### config.mk
export PLATFORM = sky130hd
export DESIGN_NAME = keyboard_scancode_decoder_flat
export DESIGN_NICKNAME = d
export VERILOG_FILES = /design/src/rtl/kscd_pkg.sv /design/src/rtl/kscd_if.sv /design/src/rtl/kscd_ram.sv /design/src/rtl/kscd_decode.sv /design/src/rtl/keyboard_scancode_decoder.sv /design/src/flat_wrapper.sv
export SDC_FILE = /design/constraint.sdc
export NUM_CORES = 1
export LEC_CHECK = 0
export ABC_AREA = 0
export BUFFER_PORTS_ARGS = -buffer_cell sky130_fd_sc_hd__buf_2
export CORE_MARGIN = 2
export CORE_UTILIZATION = 50
export DETAILED_ROUTE_END_ITERATION = 8
export MAX_ROUTING_LAYER = met4
export PLACE_DENSITY = 0.68
export REMOVE_ABC_BUFFERS = 1
export SLEW_MARGIN = 25
export SYNTH_ARGS = -nofsm -noshare
export SYNTH_HDL_FRONTEND = slang
export SYNTH_HIERARCHICAL = 1
export SYNTH_SLANG_ARGS = --single-unit
### constraint.sdc
create_clock -name clk -period 12.1 [get_ports clk]
set_input_delay 2.42 -clock clk [delete_from_list [all_inputs] [get_ports clk]]
set_output_delay 2.42 -clock clk [all_outputs]
set_load 0.01 [all_outputs]
### src/rtl/kscd_pkg.sv
// Shared constants, types and helpers of the keyboard scancode decoder.
`timescale 1ns / 1ps
package kscd_pkg;

  localparam int QUEUE_DEPTH_DEF = 16;

  // Operation codes of an input item.
  localparam logic OP_SCAN = 1'b0;
  localparam logic OP_READ = 1'b1;

  // Result kinds.
  localparam logic [1:0] KIND_STATUS = 2'd0;
  localparam logic [1:0] KIND_READ   = 2'd1;
  localparam logic [1:0] KIND_CMD    = 2'd2;

  // Event codes.
  localparam logic [1:0] EV_QUEUED   = 2'd0;
  localparam logic [1:0] EV_KBD_ERR  = 2'd1;
  localparam logic [1:0] EV_IGNORED  = 2'd2;
  localparam logic [1:0] EV_CONSUMED = 2'd3;

  // Set-1 scancodes and keyboard replies.
  localparam logic [7:0] SC_ERR_LOW     = 8'h00;
  localparam logic [7:0] SC_ERR_HIGH    = 8'hFF;
  localparam logic [7:0] SC_ACK         = 8'hFA;
  localparam logic [7:0] SC_ECHO        = 8'hEE;
  localparam logic [7:0] SC_BAT_FAIL    = 8'hFC;
  localparam logic [7:0] SC_RESEND      = 8'hFE;
  localparam logic [7:0] SC_PREFIX      = 8'hE0;
  localparam logic [7:0] SC_LSHIFT_MAKE = 8'h2A;
  localparam logic [7:0] SC_RSHIFT_MAKE = 8'h36;
  localparam logic [7:0] SC_LSHIFT_BRK  = 8'hAA;
  localparam logic [7:0] SC_RSHIFT_BRK  = 8'hB6;
  localparam logic [7:0] SC_CAPS_MAKE   = 8'h3A;
  localparam logic [7:0] SC_ALT_MAKE    = 8'h38;
  localparam logic [7:0] SC_ALT_BRK     = 8'hB8;
  localparam logic [7:0] SC_CTRL_MAKE   = 8'h1D;
  localparam logic [7:0] SC_CTRL_BRK    = 8'h9D;

  // Command sent to the keyboard to set its LEDs.
  localparam logic [7:0] CMD_SET_LEDS = 8'hED;

  // Bit positions in the modifier flags.
  localparam int FLAG_SHIFT = 0;
  localparam int FLAG_CAPS  = 1;
  localparam int FLAG_ALT   = 2;
  localparam int FLAG_ALTGR = 3;
  localparam int FLAG_CTRL  = 4;
  localparam int FLAG_W     = 5;

  typedef logic [FLAG_W-1:0] kscd_flags_t;

  // Outcome of decoding one scancode byte.
  typedef struct packed {
    logic        push;
    logic        prefix;
    kscd_flags_t flags;
    logic [1:0]  event_code;
    logic        caps_cmd;
  } kscd_dec_t;

  // LED byte: caps lock is bit 2, num and scroll lock stay off.
  function automatic logic [7:0] led_byte(input logic caps);
    return {5'b00000, caps, 2'b00};
  endfunction

endpackage

### src/rtl/kscd_if.sv
// Valid/ready channel interfaces for the decoder's input and result items.
`timescale 1ns / 1ps
interface kscd_in_if;
  logic       valid;
  logic       ready;
  logic       operation;
  logic [7:0] scan_byte;

  modport source (output valid, output operation, output scan_byte, input ready);
  modport sink   (input valid, input operation, input scan_byte, output ready);
endinterface

interface kscd_out_if;
  logic       valid;
  logic       ready;
  logic [1:0] kind;
  logic [7:0] data_byte;
  logic [1:0] event_code;
  logic       shift_down;
  logic       caps_on;
  logic       alt_down;
  logic       altgr_down;
  logic       ctrl_down;
  logic       last;

  modport source (output valid, output kind, output data_byte, output event_code,
                  output shift_down, output caps_on, output alt_down,
                  output altgr_down, output ctrl_down, output last, input ready);
  modport sink   (input valid, input kind, input data_byte, input event_code,
                  input shift_down, input caps_on, input alt_down,
                  input altgr_down, input ctrl_down, input last, output ready);
endinterface

### src/rtl/kscd_ram.sv
// Generic single-write, single-read RAM with registered read data.
`timescale 1ns / 1ps
module kscd_ram #(
  parameter int WIDTH = 8,
  parameter int DEPTH = 16,
  localparam int AW = (DEPTH > 1) ? $clog2(DEPTH) : 1
) (
  input  logic             clk,
  input  logic             we,
  input  logic [AW-1:0]    waddr,
  input  logic [WIDTH-1:0] wdata,
  input  logic             re,
  input  logic [AW-1:0]    raddr,
  output logic [WIDTH-1:0] rdata
);

  logic [WIDTH-1:0] mem [DEPTH];

  always_ff @(posedge clk) begin
    if (we) begin
      mem[waddr] <= wdata;
    end
    if (re) begin
      rdata <= mem[raddr];
    end
  end

endmodule

### src/rtl/kscd_decode.sv
// Scancode classifier: prefix tracking, modifier updates and queue decision.
`timescale 1ns / 1ps
module kscd_decode
  import kscd_pkg::*;
(
  input  logic [7:0]  scan_byte,
  input  logic        prefix_in,
  input  kscd_flags_t flags_in,
  output kscd_dec_t   dec
);

  always_comb begin
    dec            = '0;
    dec.flags      = flags_in;
    dec.event_code = EV_QUEUED;
    if (prefix_in) begin
      // After 0xE0 only right alt and right ctrl are consumed; all else is queued.
      unique case (scan_byte)
        SC_ALT_MAKE: begin
          dec.flags[FLAG_ALTGR] = 1'b1;
          dec.event_code        = EV_CONSUMED;
        end
        SC_ALT_BRK: begin
          dec.flags[FLAG_ALTGR] = 1'b0;
          dec.event_code        = EV_CONSUMED;
        end
        SC_CTRL_MAKE: begin
          dec.flags[FLAG_CTRL] = 1'b1;
          dec.event_code       = EV_CONSUMED;
        end
        SC_CTRL_BRK: begin
          dec.flags[FLAG_CTRL] = 1'b0;
          dec.event_code       = EV_CONSUMED;
        end
        default: begin
          dec.push = 1'b1;
        end
      endcase
    end else begin
      unique case (scan_byte)
        SC_ERR_LOW, SC_ERR_HIGH: begin
          dec.event_code = EV_KBD_ERR;
        end
        SC_ACK, SC_ECHO, SC_BAT_FAIL, SC_RESEND: begin
          dec.event_code = EV_IGNORED;
        end
        SC_PREFIX: begin
          dec.prefix     = 1'b1;
          dec.event_code = EV_CONSUMED;
        end
        SC_LSHIFT_MAKE, SC_RSHIFT_MAKE: begin
          dec.flags[FLAG_SHIFT] = 1'b1;
          dec.event_code        = EV_CONSUMED;
        end
        SC_LSHIFT_BRK, SC_RSHIFT_BRK: begin
          dec.flags[FLAG_SHIFT] = 1'b0;
          dec.event_code        = EV_CONSUMED;
        end
        SC_CAPS_MAKE: begin
          dec.flags[FLAG_CAPS] = ~flags_in[FLAG_CAPS];
          dec.event_code       = EV_CONSUMED;
          dec.caps_cmd         = 1'b1;
        end
        SC_ALT_MAKE: begin
          dec.flags[FLAG_ALT] = 1'b1;
          dec.event_code      = EV_CONSUMED;
        end
        SC_ALT_BRK: begin
          dec.flags[FLAG_ALT] = 1'b0;
          dec.event_code      = EV_CONSUMED;
        end
        SC_CTRL_MAKE: begin
          dec.flags[FLAG_CTRL] = 1'b1;
          dec.event_code       = EV_CONSUMED;
        end
        SC_CTRL_BRK: begin
          dec.flags[FLAG_CTRL] = 1'b0;
          dec.event_code       = EV_CONSUMED;
        end
        default: begin
          dec.push = 1'b1;
        end
      endcase
    end
  end

endmodule

### src/rtl/keyboard_scancode_decoder.sv
// Set-1 keyboard scancode decoder with a key byte queue held in RAM.
//
// Input channel in_if: each item is either a scancode byte from the keyboard
// (operation 0) or a request to read the oldest queued key byte (operation 1).
// Result channel out_if: one result per item, or two for a caps lock press
// (the LED command 0xED, then the LED byte); the field last marks the final one.
// Key bytes sit in a ring buffer in a synchronous RAM of QUEUE_DEPTH entries,
// which holds up to QUEUE_DEPTH-1 bytes and overwrites the oldest when full.
// Pointers, prefix and modifier flags update in the cycle an item is accepted;
// a read issues its RAM access then and the data returns in the next cycle.
// An accepted item waits in the stage register until the result register is
// free, and its first result is then registered onto out_if. Throughput:
// one item per cycle while the receiver keeps up; a caps lock press holds the
// result register for both of its results. A stage register and the result
// register separate the channels, so a new item is accepted while a finished
// result still waits. When the receiver stalls, results hold and in_if.ready
// drops once both registers are full.
// Reset (rst_n low at a clock edge) empties the queue and clears the prefix
// and all modifier states; the RAM contents are not cleared.
`timescale 1ns / 1ps
module keyboard_scancode_decoder
  import kscd_pkg::*;
#(
  parameter int QUEUE_DEPTH = QUEUE_DEPTH_DEF
) (
  input  logic              clk,
  input  logic              rst_n,
  kscd_in_if.sink           in_if,
  kscd_out_if.source        out_if
);

  localparam int PTR_W = (QUEUE_DEPTH > 1) ? $clog2(QUEUE_DEPTH) : 1;
  localparam logic [PTR_W-1:0] PTR_LAST = PTR_W'(QUEUE_DEPTH - 1);

  function automatic logic [PTR_W-1:0] next_ptr(input logic [PTR_W-1:0] p);
    return (p == PTR_LAST) ? '0 : p + 1'b1;
  endfunction

  // Architectural state.
  logic [PTR_W-1:0] wr_ptr_r, wr_ptr_nxt;
  logic [PTR_W-1:0] rd_ptr_r, rd_ptr_nxt;
  logic             prefix_r, prefix_nxt;
  kscd_flags_t      flags_r, flags_nxt;

  // Stage register: accepted item, waiting for its RAM data or the result register.
  logic             s1_valid_r;
  logic [1:0]       s1_kind_r;
  logic [1:0]       s1_event_r;
  kscd_flags_t      s1_flags_r;
  logic             s1_empty_r;

  // Result register.
  logic             out_valid_r;
  logic [1:0]       out_kind_r;
  logic [7:0]       out_data_r;
  logic [1:0]       out_event_r;
  kscd_flags_t      out_flags_r;
  logic             out_last_r;
  logic [7:0]       out_led_r;

  logic             in_fire;
  logic             out_fire;
  logic             s1_adv;
  logic             do_push;
  logic             do_pop;
  logic             q_empty;
  kscd_dec_t        dec;
  logic [7:0]       ram_rdata;
  logic [7:0]       s1_data;

  kscd_decode u_decode (
    .scan_byte (in_if.scan_byte),
    .prefix_in (prefix_r),
    .flags_in  (flags_r),
    .dec       (dec)
  );

  kscd_ram #(
    .WIDTH (8),
    .DEPTH (QUEUE_DEPTH)
  ) u_queue_ram (
    .clk   (clk),
    .we    (do_push),
    .waddr (wr_ptr_r),
    .wdata (in_if.scan_byte),
    .re    (do_pop),
    .raddr (rd_ptr_r),
    .rdata (ram_rdata)
  );

  assign out_fire    = out_valid_r & out_if.ready;
  // The stage moves on when the result register is empty or gives up its last beat.
  assign s1_adv      = s1_valid_r & (~out_valid_r | (out_fire & out_last_r));
  assign in_if.ready = ~s1_valid_r | s1_adv;
  assign in_fire     = in_if.valid & in_if.ready;

  assign q_empty = (wr_ptr_r == rd_ptr_r);
  assign do_push = in_fire & (in_if.operation == OP_SCAN) & dec.push;
  assign do_pop  = in_fire & (in_if.operation == OP_READ) & ~q_empty;

  always_comb begin
    wr_ptr_nxt = wr_ptr_r;
    rd_ptr_nxt = rd_ptr_r;
    prefix_nxt = prefix_r;
    flags_nxt  = flags_r;
    if (in_fire && in_if.operation == OP_SCAN) begin
      prefix_nxt = dec.prefix;
      flags_nxt  = dec.flags;
      if (dec.push) begin
        wr_ptr_nxt = next_ptr(wr_ptr_r);
        // A full queue drops its oldest byte.
        if (next_ptr(wr_ptr_r) == rd_ptr_r) begin
          rd_ptr_nxt = next_ptr(rd_ptr_r);
        end
      end
    end else if (do_pop) begin
      rd_ptr_nxt = next_ptr(rd_ptr_r);
    end
  end

  always_ff @(posedge clk) begin
    if (!rst_n) begin
      wr_ptr_r <= '0;
      rd_ptr_r <= '0;
      prefix_r <= 1'b0;
      flags_r  <= '0;
    end else begin
      wr_ptr_r <= wr_ptr_nxt;
      rd_ptr_r <= rd_ptr_nxt;
      prefix_r <= prefix_nxt;
      flags_r  <= flags_nxt;
    end
  end

  // Stage register.
  always_ff @(posedge clk) begin
    if (!rst_n) begin
      s1_valid_r <= 1'b0;
    end else if (in_fire) begin
      s1_valid_r <= 1'b1;
    end else if (s1_adv) begin
      s1_valid_r <= 1'b0;
    end
  end

  always_ff @(posedge clk) begin
    if (in_fire) begin
      s1_empty_r <= q_empty;
      if (in_if.operation == OP_READ) begin
        s1_kind_r  <= KIND_READ;
        s1_event_r <= EV_QUEUED;
        s1_flags_r <= flags_r;
      end else begin
        s1_kind_r  <= dec.caps_cmd ? KIND_CMD : KIND_STATUS;
        s1_event_r <= dec.event_code;
        s1_flags_r <= dec.flags;
      end
    end
  end

  // The RAM output holds while the stage waits, since it only reads on accept.
  always_comb begin
    unique case (s1_kind_r)
      KIND_READ:   s1_data = s1_empty_r ? 8'h00 : ram_rdata;
      KIND_CMD:    s1_data = CMD_SET_LEDS;
      default:     s1_data = 8'h00;
    endcase
  end

  // Result register.
  always_ff @(posedge clk) begin
    if (!rst_n) begin
      out_valid_r <= 1'b0;
    end else if (s1_adv) begin
      out_valid_r <= 1'b1;
    end else if (out_fire && out_last_r) begin
      out_valid_r <= 1'b0;
    end
  end

  always_ff @(posedge clk) begin
    if (s1_adv) begin
      out_kind_r  <= s1_kind_r;
      out_data_r  <= s1_data;
      out_event_r <= s1_event_r;
      out_flags_r <= s1_flags_r;
      out_last_r  <= (s1_kind_r != KIND_CMD);
      out_led_r   <= led_byte(s1_flags_r[FLAG_CAPS]);
    end else if (out_fire && !out_last_r) begin
      // Second beat of the LED command.
      out_data_r <= out_led_r;
      out_last_r <= 1'b1;
    end
  end

  assign out_if.valid      = out_valid_r;
  assign out_if.kind       = out_kind_r;
  assign out_if.data_byte  = out_data_r;
  assign out_if.event_code = out_event_r;
  assign out_if.shift_down = out_flags_r[FLAG_SHIFT];
  assign out_if.caps_on    = out_flags_r[FLAG_CAPS];
  assign out_if.alt_down   = out_flags_r[FLAG_ALT];
  assign out_if.altgr_down = out_flags_r[FLAG_ALTGR];
  assign out_if.ctrl_down  = out_flags_r[FLAG_CTRL];
  assign out_if.last       = out_last_r;

endmodule
### src/flat_wrapper.sv
// flat-port wrapper written by rule: the top's interface ports become plain ports
module keyboard_scancode_decoder_flat import kscd_pkg::*;
#(
  parameter int QUEUE_DEPTH = QUEUE_DEPTH_DEF
)
  (clk, rst_n, in_if_valid, in_if_operation, in_if_scan_byte, in_if_ready, out_if_valid, out_if_kind, out_if_data_byte, out_if_event_code, out_if_shift_down, out_if_caps_on, out_if_alt_down, out_if_altgr_down, out_if_ctrl_down, out_if_last, out_if_ready);
  kscd_in_if in_if_i ();
  kscd_out_if out_if_i ();
  input  logic clk;
  input  logic rst_n;
  input wire logic [$bits(in_if_i.valid)-1:0] in_if_valid;
  input wire logic [$bits(in_if_i.operation)-1:0] in_if_operation;
  input wire logic [$bits(in_if_i.scan_byte)-1:0] in_if_scan_byte;
  output wire logic [$bits(in_if_i.ready)-1:0] in_if_ready;
  output wire logic [$bits(out_if_i.valid)-1:0] out_if_valid;
  output wire logic [$bits(out_if_i.kind)-1:0] out_if_kind;
  output wire logic [$bits(out_if_i.data_byte)-1:0] out_if_data_byte;
  output wire logic [$bits(out_if_i.event_code)-1:0] out_if_event_code;
  output wire logic [$bits(out_if_i.shift_down)-1:0] out_if_shift_down;
  output wire logic [$bits(out_if_i.caps_on)-1:0] out_if_caps_on;
  output wire logic [$bits(out_if_i.alt_down)-1:0] out_if_alt_down;
  output wire logic [$bits(out_if_i.altgr_down)-1:0] out_if_altgr_down;
  output wire logic [$bits(out_if_i.ctrl_down)-1:0] out_if_ctrl_down;
  output wire logic [$bits(out_if_i.last)-1:0] out_if_last;
  input wire logic [$bits(out_if_i.ready)-1:0] out_if_ready;
  assign in_if_i.valid = in_if_valid;
  assign in_if_i.operation = in_if_operation;
  assign in_if_i.scan_byte = in_if_scan_byte;
  assign in_if_ready = in_if_i.ready;
  assign out_if_valid = out_if_i.valid;
  assign out_if_kind = out_if_i.kind;
  assign out_if_data_byte = out_if_i.data_byte;
  assign out_if_event_code = out_if_i.event_code;
  assign out_if_shift_down = out_if_i.shift_down;
  assign out_if_caps_on = out_if_i.caps_on;
  assign out_if_alt_down = out_if_i.alt_down;
  assign out_if_altgr_down = out_if_i.altgr_down;
  assign out_if_ctrl_down = out_if_i.ctrl_down;
  assign out_if_last = out_if_i.last;
  assign out_if_i.ready = out_if_ready;
  keyboard_scancode_decoder #(.QUEUE_DEPTH(QUEUE_DEPTH)) u_core (.clk(clk), .rst_n(rst_n), .in_if(in_if_i), .out_if(out_if_i));
endmodule
Word level (Yosys, flattened, before mapping)
Memory sizes are Yosys's and may differ from the RTL's. A register that Yosys moved wholly into a read port is not among the register bits.
Cells that the tools add are included.
{"block": "classes", "n_reduce_logical": 18, "n_eq_ne": 24, "bitwise": 15, "mux": 37, "n_addsub": 2}
{"cell": "8-bit == test (second input constant)", "count": 10}
{"cell": "8-bit by 6-bit == test with 1-bit output (second input constant)", "count": 4}
{"cell": "4-bit 2-to-1 mux", "count": 6}
{"cell": "8-bit 2-to-1 mux", "count": 3}
{"cell": "1-bit 2-to-1 mux", "count": 17}
{"cell": "8-bit one-hot mux with 2 select lines", "count": 1}
{"cell": "16-bit OR reduction", "count": 1}
{"cell": "10-bit OR reduction", "count": 1}
{"cell": "4-bit by 1-bit adder with 4-bit output (second input constant)", "count": 2}
{"cell": "1-bit bitwise AND", "count": 8}
{"cell": "4-bit == test", "count": 2}
{"cell": "4-bit == test (second input constant)", "count": 2}
{"cell": "8-bit by 5-bit == test with 1-bit output (second input constant)", "count": 1}
{"cell": "8-bit logical NOT", "count": 1}
{"cell": "1-bit one-hot mux with 2 select lines", "count": 4}
{"cell": "2-bit nonzero test", "count": 4}
{"cell": "4-bit OR reduction", "count": 2}
{"cell": "2-bit 2-to-1 mux", "count": 3}
{"cell": "2-bit one-hot mux with 3 select lines", "count": 1}
{"cell": "2-bit OR reduction", "count": 3}
{"cell": "5-bit 2-to-1 mux", "count": 1}
{"cell": "1-bit NOT", "count": 5}
{"cell": "2-bit != test (second input constant)", "count": 2}
{"cell": "1-bit logical AND", "count": 3}
{"cell": "other kinds (8)", "count": 9}
{"block": "totals", "regBits": 45, "input_bits": 13, "mem_count": 1, "output_inout_bits": 20, "elab_cells": 113, "mem_bits_rw": 128}
{"memory": "u_core.u_queue_ram.mem", "depth": 16, "word_bits": 8, "rd": 1, "rd_ports_with_merged_regs": 1, "wr": 1, "line": "kscd_ram.sv:17", "source": "logic [WIDTH-1:0] mem [DEPTH];"}

Depth between registers and ports, before layout
{"block": "logic_depth", "word_depth": 10, "ltp_mapped": 11, "mapped_depth_nobuf": 10}

Modules after synthesis
Netlist, hierarchy kept.
{"module": "kscd_ram", "seq_area_each_um2": 4083.9, "area_per_inst_um2": 5227.5, "n_inst": 1, "cells_each": 229}
{"module": "keyboard_scancode_decoder", "seq_area_each_um2": 1161.1, "area_per_inst_um2": 1976.9, "n_inst": 1, "cells_each": 162}
{"module": "kscd_decode", "seq_area_each_um2": 0.0, "area_per_inst_um2": 315.3, "n_inst": 1, "cells_each": 46}

Worst setup path after synthesis
OpenSTA, ideal clock, no wires.
{"block": "synth_path", "path_kind": "input to register", "startpoint": "input in_if_scan_byte[7]", "endpoint": "memory u_core.u_queue_ram.mem[0][0] (enable)", "t_required_ps": 11717, "slack_ps": 6631, "path_buffers": 1, "setup_time_ps": 383, "t_arrival_ps": 5086, "stages": 10, "cell_sequence": "clkbuf_1 and4b_1 and2_1 nor4_1 nor2b_1 o21a_1 nand2_1 a211oi_4 or3b_2 nor3_1"}
{"item": "from (decl)", "line": "flat_wrapper.sv:13", "source": "input wire logic [$bits(in_if_i.scan_byte)-1:0] in_if_scan_byte;"}
{"item": "to (decl)", "line": "kscd_ram.sv:17"}

==> metrics.md <==
| Metric | Value |
|---|---|
| Seq/Total Area, Yosys | `0.698` |
| Netlist cell types | `59` |
| Startpoint Class | `input pin` |
| Power per cell area | `153 nW/µm²` |
| Most frequent cells after synthesis | `edfxtp_1, nor2_1, nand2_1, mux4_2, a22oi_1` |
| Root Driver | `clkbuf_16` |
| Worst Path Buf+Inv | `1` |
| VDD IR max | `0.117 mV` |
| GR Util met1 | `0.266` |
| Die area | `16,000 µm²` |
| Fin crit share | `0.464` |
| Vias in the first global route | `3,871` |
| Status | `completed` |
| Fmax | `0.178 GHz` |
| CTS Hold Bufs | `0` |
| Max clock buf depth | `2` |
| Static leakage power | `2.79 nW` |
| Detailed Route Iter0 Violations | `497` |
| Ys async rst share | `0` |
| Clock transition at path regs | `0.07 ns` |
| Synthesized cell area | `7520 µm²` |
| Grt met3 use | `0.0515` |
| DP Wirelength | `8820 µm` |
| Synthesis Warnings | `6` |
| Setup Total Neg Slack | `0 ns` |
| Tot GR Track Use | `0.197` |
| DRC | `0` |
| Top cells by area, synth | `edfxtp_1, mux4_2, mux4_1` |
| Antenna Nets Post-Route | `0` |
| Post-synth EDFFs | `164` |
| Vias per inst | `5.96` |
| Unrepaired setup endpoints after global routing | `false` |
| Initial antenna violation count | `0` |
| Setup violations, final | `0` |
| # IOs | `33` |
| Count leader, synth | `edfxtp_1` |
| Gate family responsible for the most delay along the worst path | `simple AND/OR/NAND/NOR gates` |
| MaxCap Viol Count | `0` |
| Initial core utilization | `0.515` |
| Top_reg_cell synth | `edfxtp_1` |
| Cell count after synthesis | `437` |
| Share of cells above drive strength 1 | `0.225` |
| Post-CTS setup buffers | `0` |
| Pin count of the biggest net entering global routing | `39` |
| WL/cell | `21.6 µm` |
| Final net count | `488` |
| Final min period | `5.61 ns` |
| Worst path slowest cell | `nor2_1` |
| CP Data Arrival Time | `5.65 ns` |
| Layout area overhead | `11.9%` |
| Ant diodes | `0` |
| Clk_skew | `0.00943 ns` |
| H-tree levels | `4` |
| WS Path Type | `in2reg` |
| Final Hold Vio Count | `0` |
| Final Max Tran Viols | `0` |
| CP peak stage delay | `0.95 ns` |
| Mean Syn Cell Area | `17.2 µm²` |
| Cell taking the most area after synthesis | `edfxtp_1` |
| CTS tree | `done` |
| Worst Hold Slack | `0.419 ns` |
| Die width | `127 µm` |
| Hold Crit Class | `reg2reg` |
| Placed cell count | `636` |
| Synth top area share | `0.655` |
| Total grt overflow | `0` |
| Reg2Reg Setup Slack | `9.19 ns` |
| Global placer's final weighted congestion | `0.832` |
| Total Routed Length | `14,400 µm` |
| Worst-Skew Late Latency | `0.43 ns` |
| FP Rows | `44` |
| Core Area | `14,600 µm²` |
| CTS Buf Count | `17` |
| Fin cells | `668` |
| Worst-margin pin slew | `1.14 ns` |
| Slew HR | `0.237` |
| Crit-path max FO | `22` |
| Height of the chip | `127 µm` |
| Routed vias | `3,979` |
| Number of port buffers | `32` |
| CTS sink cnt | `180` |
| Initial DRT Pass Iterations | `5` |
| Element type at the critical path end | `flip-flop` |
| Top Usage Layer GRT | `met2` |
| Global-route wire length before repair | `22,500 µm` |
| Power, Total | `1.29 mW` |
| Crit path required time | `12.14 ns` |
| Yosys reg bits | `180` |
| Met2 usage | `0.298` |
| Post-CTS Resized | `0` |
| Critical-path cell list | `buf_2 -> and4b_1 -> and2_1 -> nor4_1 -> nor2b_1 -> o21a_1 -> nand2_1 -> a211oi_4 -> nand3b_1 -> nor2_1` |
-- layer usage --
layer / up-vias / part of all wire
met5: - / 0
met4: 0 / 0.017
met3: 18 / 0.063
met2: 141 / 0.49
met1: 2011 / 0.43
li1: 1809 / -
-- layout by cell type (no fill, tap or decap), drive strengths merged, types with 5 or more instances in the layout --
cell type and instances:
buf 37, nor4 5, clkinv 9, nor2b 9
mux2i 12, dfxtp 16, a21oi 12, mux2 5
a22oi 17, nor2 27, clkbuf 18, xnor2 5
edfxtp 164, nand2 23, nor3 13, nand3 5
nand2b 6, mux4 32, inv 14
-- metrics by stage --
step / utilization / worst slack [ns] / instance area, µm²
2_1_floorplan: - / 6.76 / 7380
3_3_place_gp: 0.537 / 6.11 / 7830
3_5_place_dp: 0.537 / 6.02 / 7840
4_1_cts: 0.576 / 6.49 / 8400
5_1_grt: 0.577 / 6.37 / 8410
6_report: 0.577 / 6.49 / 8410
-- power breakdown --
part	internal, mW	total [mW]	switching, mW
combinational	0.0316	0.0758	0.0442
clock	0.286	0.516	0.230
sequential	0.689	0.694	0.00514
-- worst register-to-register path, stage by stage, from the launching register on --
cell and delay (ns):
dfxtp_1 0.50, o21a_1 0.20, nand2_1 0.09, a211oi_4 0.48, nand3b_1 0.32, nor2_1 0.95
-- flip-flops by register name, indices dropped and copies added, names as in the netlist --
name                      count
u_core/out_if.kind            2
u_core/out_flags_r            5
u_core/s1_empty_r             1
u_core/out_if.last            1
u_core/s1_kind_r              2
u_core/out_if.data_byte       8
u_core/out_if.event_code      2
u_core/rd_ptr_r               4
u_core/wr_ptr_r               4
u_core/prefix_r               1
u_core/s1_event_r             2
u_core/flags_r                5
u_core/out_if.valid           1
u_core/u_queue_ram/rdata      8
u_core/u_queue_ram/mem      128
u_core/s1_flags_r             5
u_core/s1_valid_r             1
-- final timing paths --
check	startpoint	to	cells past startpoint
max reg2reg	u_core/prefix_r$_SDFFE_PN0P_	u_core/u_queue_ram/mem[10][7]$_DFFE_PP_	5
max	in_if_scan_byte[0]	u_core/u_queue_ram/mem[10][7]$_DFFE_PP_	10
min reg2reg	u_core/s1_event_r[0]$_SDFFCE_PP0N_	u_core/out_if.event_code[0]$_DFFE_PP_	0
min	u_core/s1_event_r[0]$_SDFFCE_PP0N_	u_core/out_if.event_code[0]$_DFFE_PP_	0
-- final cells by class --
cell class                      instances  area [µm²]
Clock buffer                           18         429
Clock inverter                         14         133
Fill cell                            1101        6170
Inverter                               11        41.3
Multi-Input combinational cell        224        2140
Sequential cell                       180        5250
Tap cell                              184         230
Timing Repair Buffer                   37         198
-- cells by family (layout without fill, tap and decap cells) --
kind of cell | after synthesis | in the layout | share of synthesized area
adder cells (fa/ha/maj) | 5 | 5 | 0.00799
XOR/XNOR | 10 | 10 | 0.0146
buffers and inverters | 33 | 80 | 0.0236
AND/OR/NAND/NOR | 110 | 110 | 0.0765
multiplexers | 49 | 49 | 0.126
flip-flops | 180 | 180 | 0.698
AO/OA/AOI/OAI | 50 | 50 | 0.0534
No activity file was read; power rests on OpenSTA's default activity.
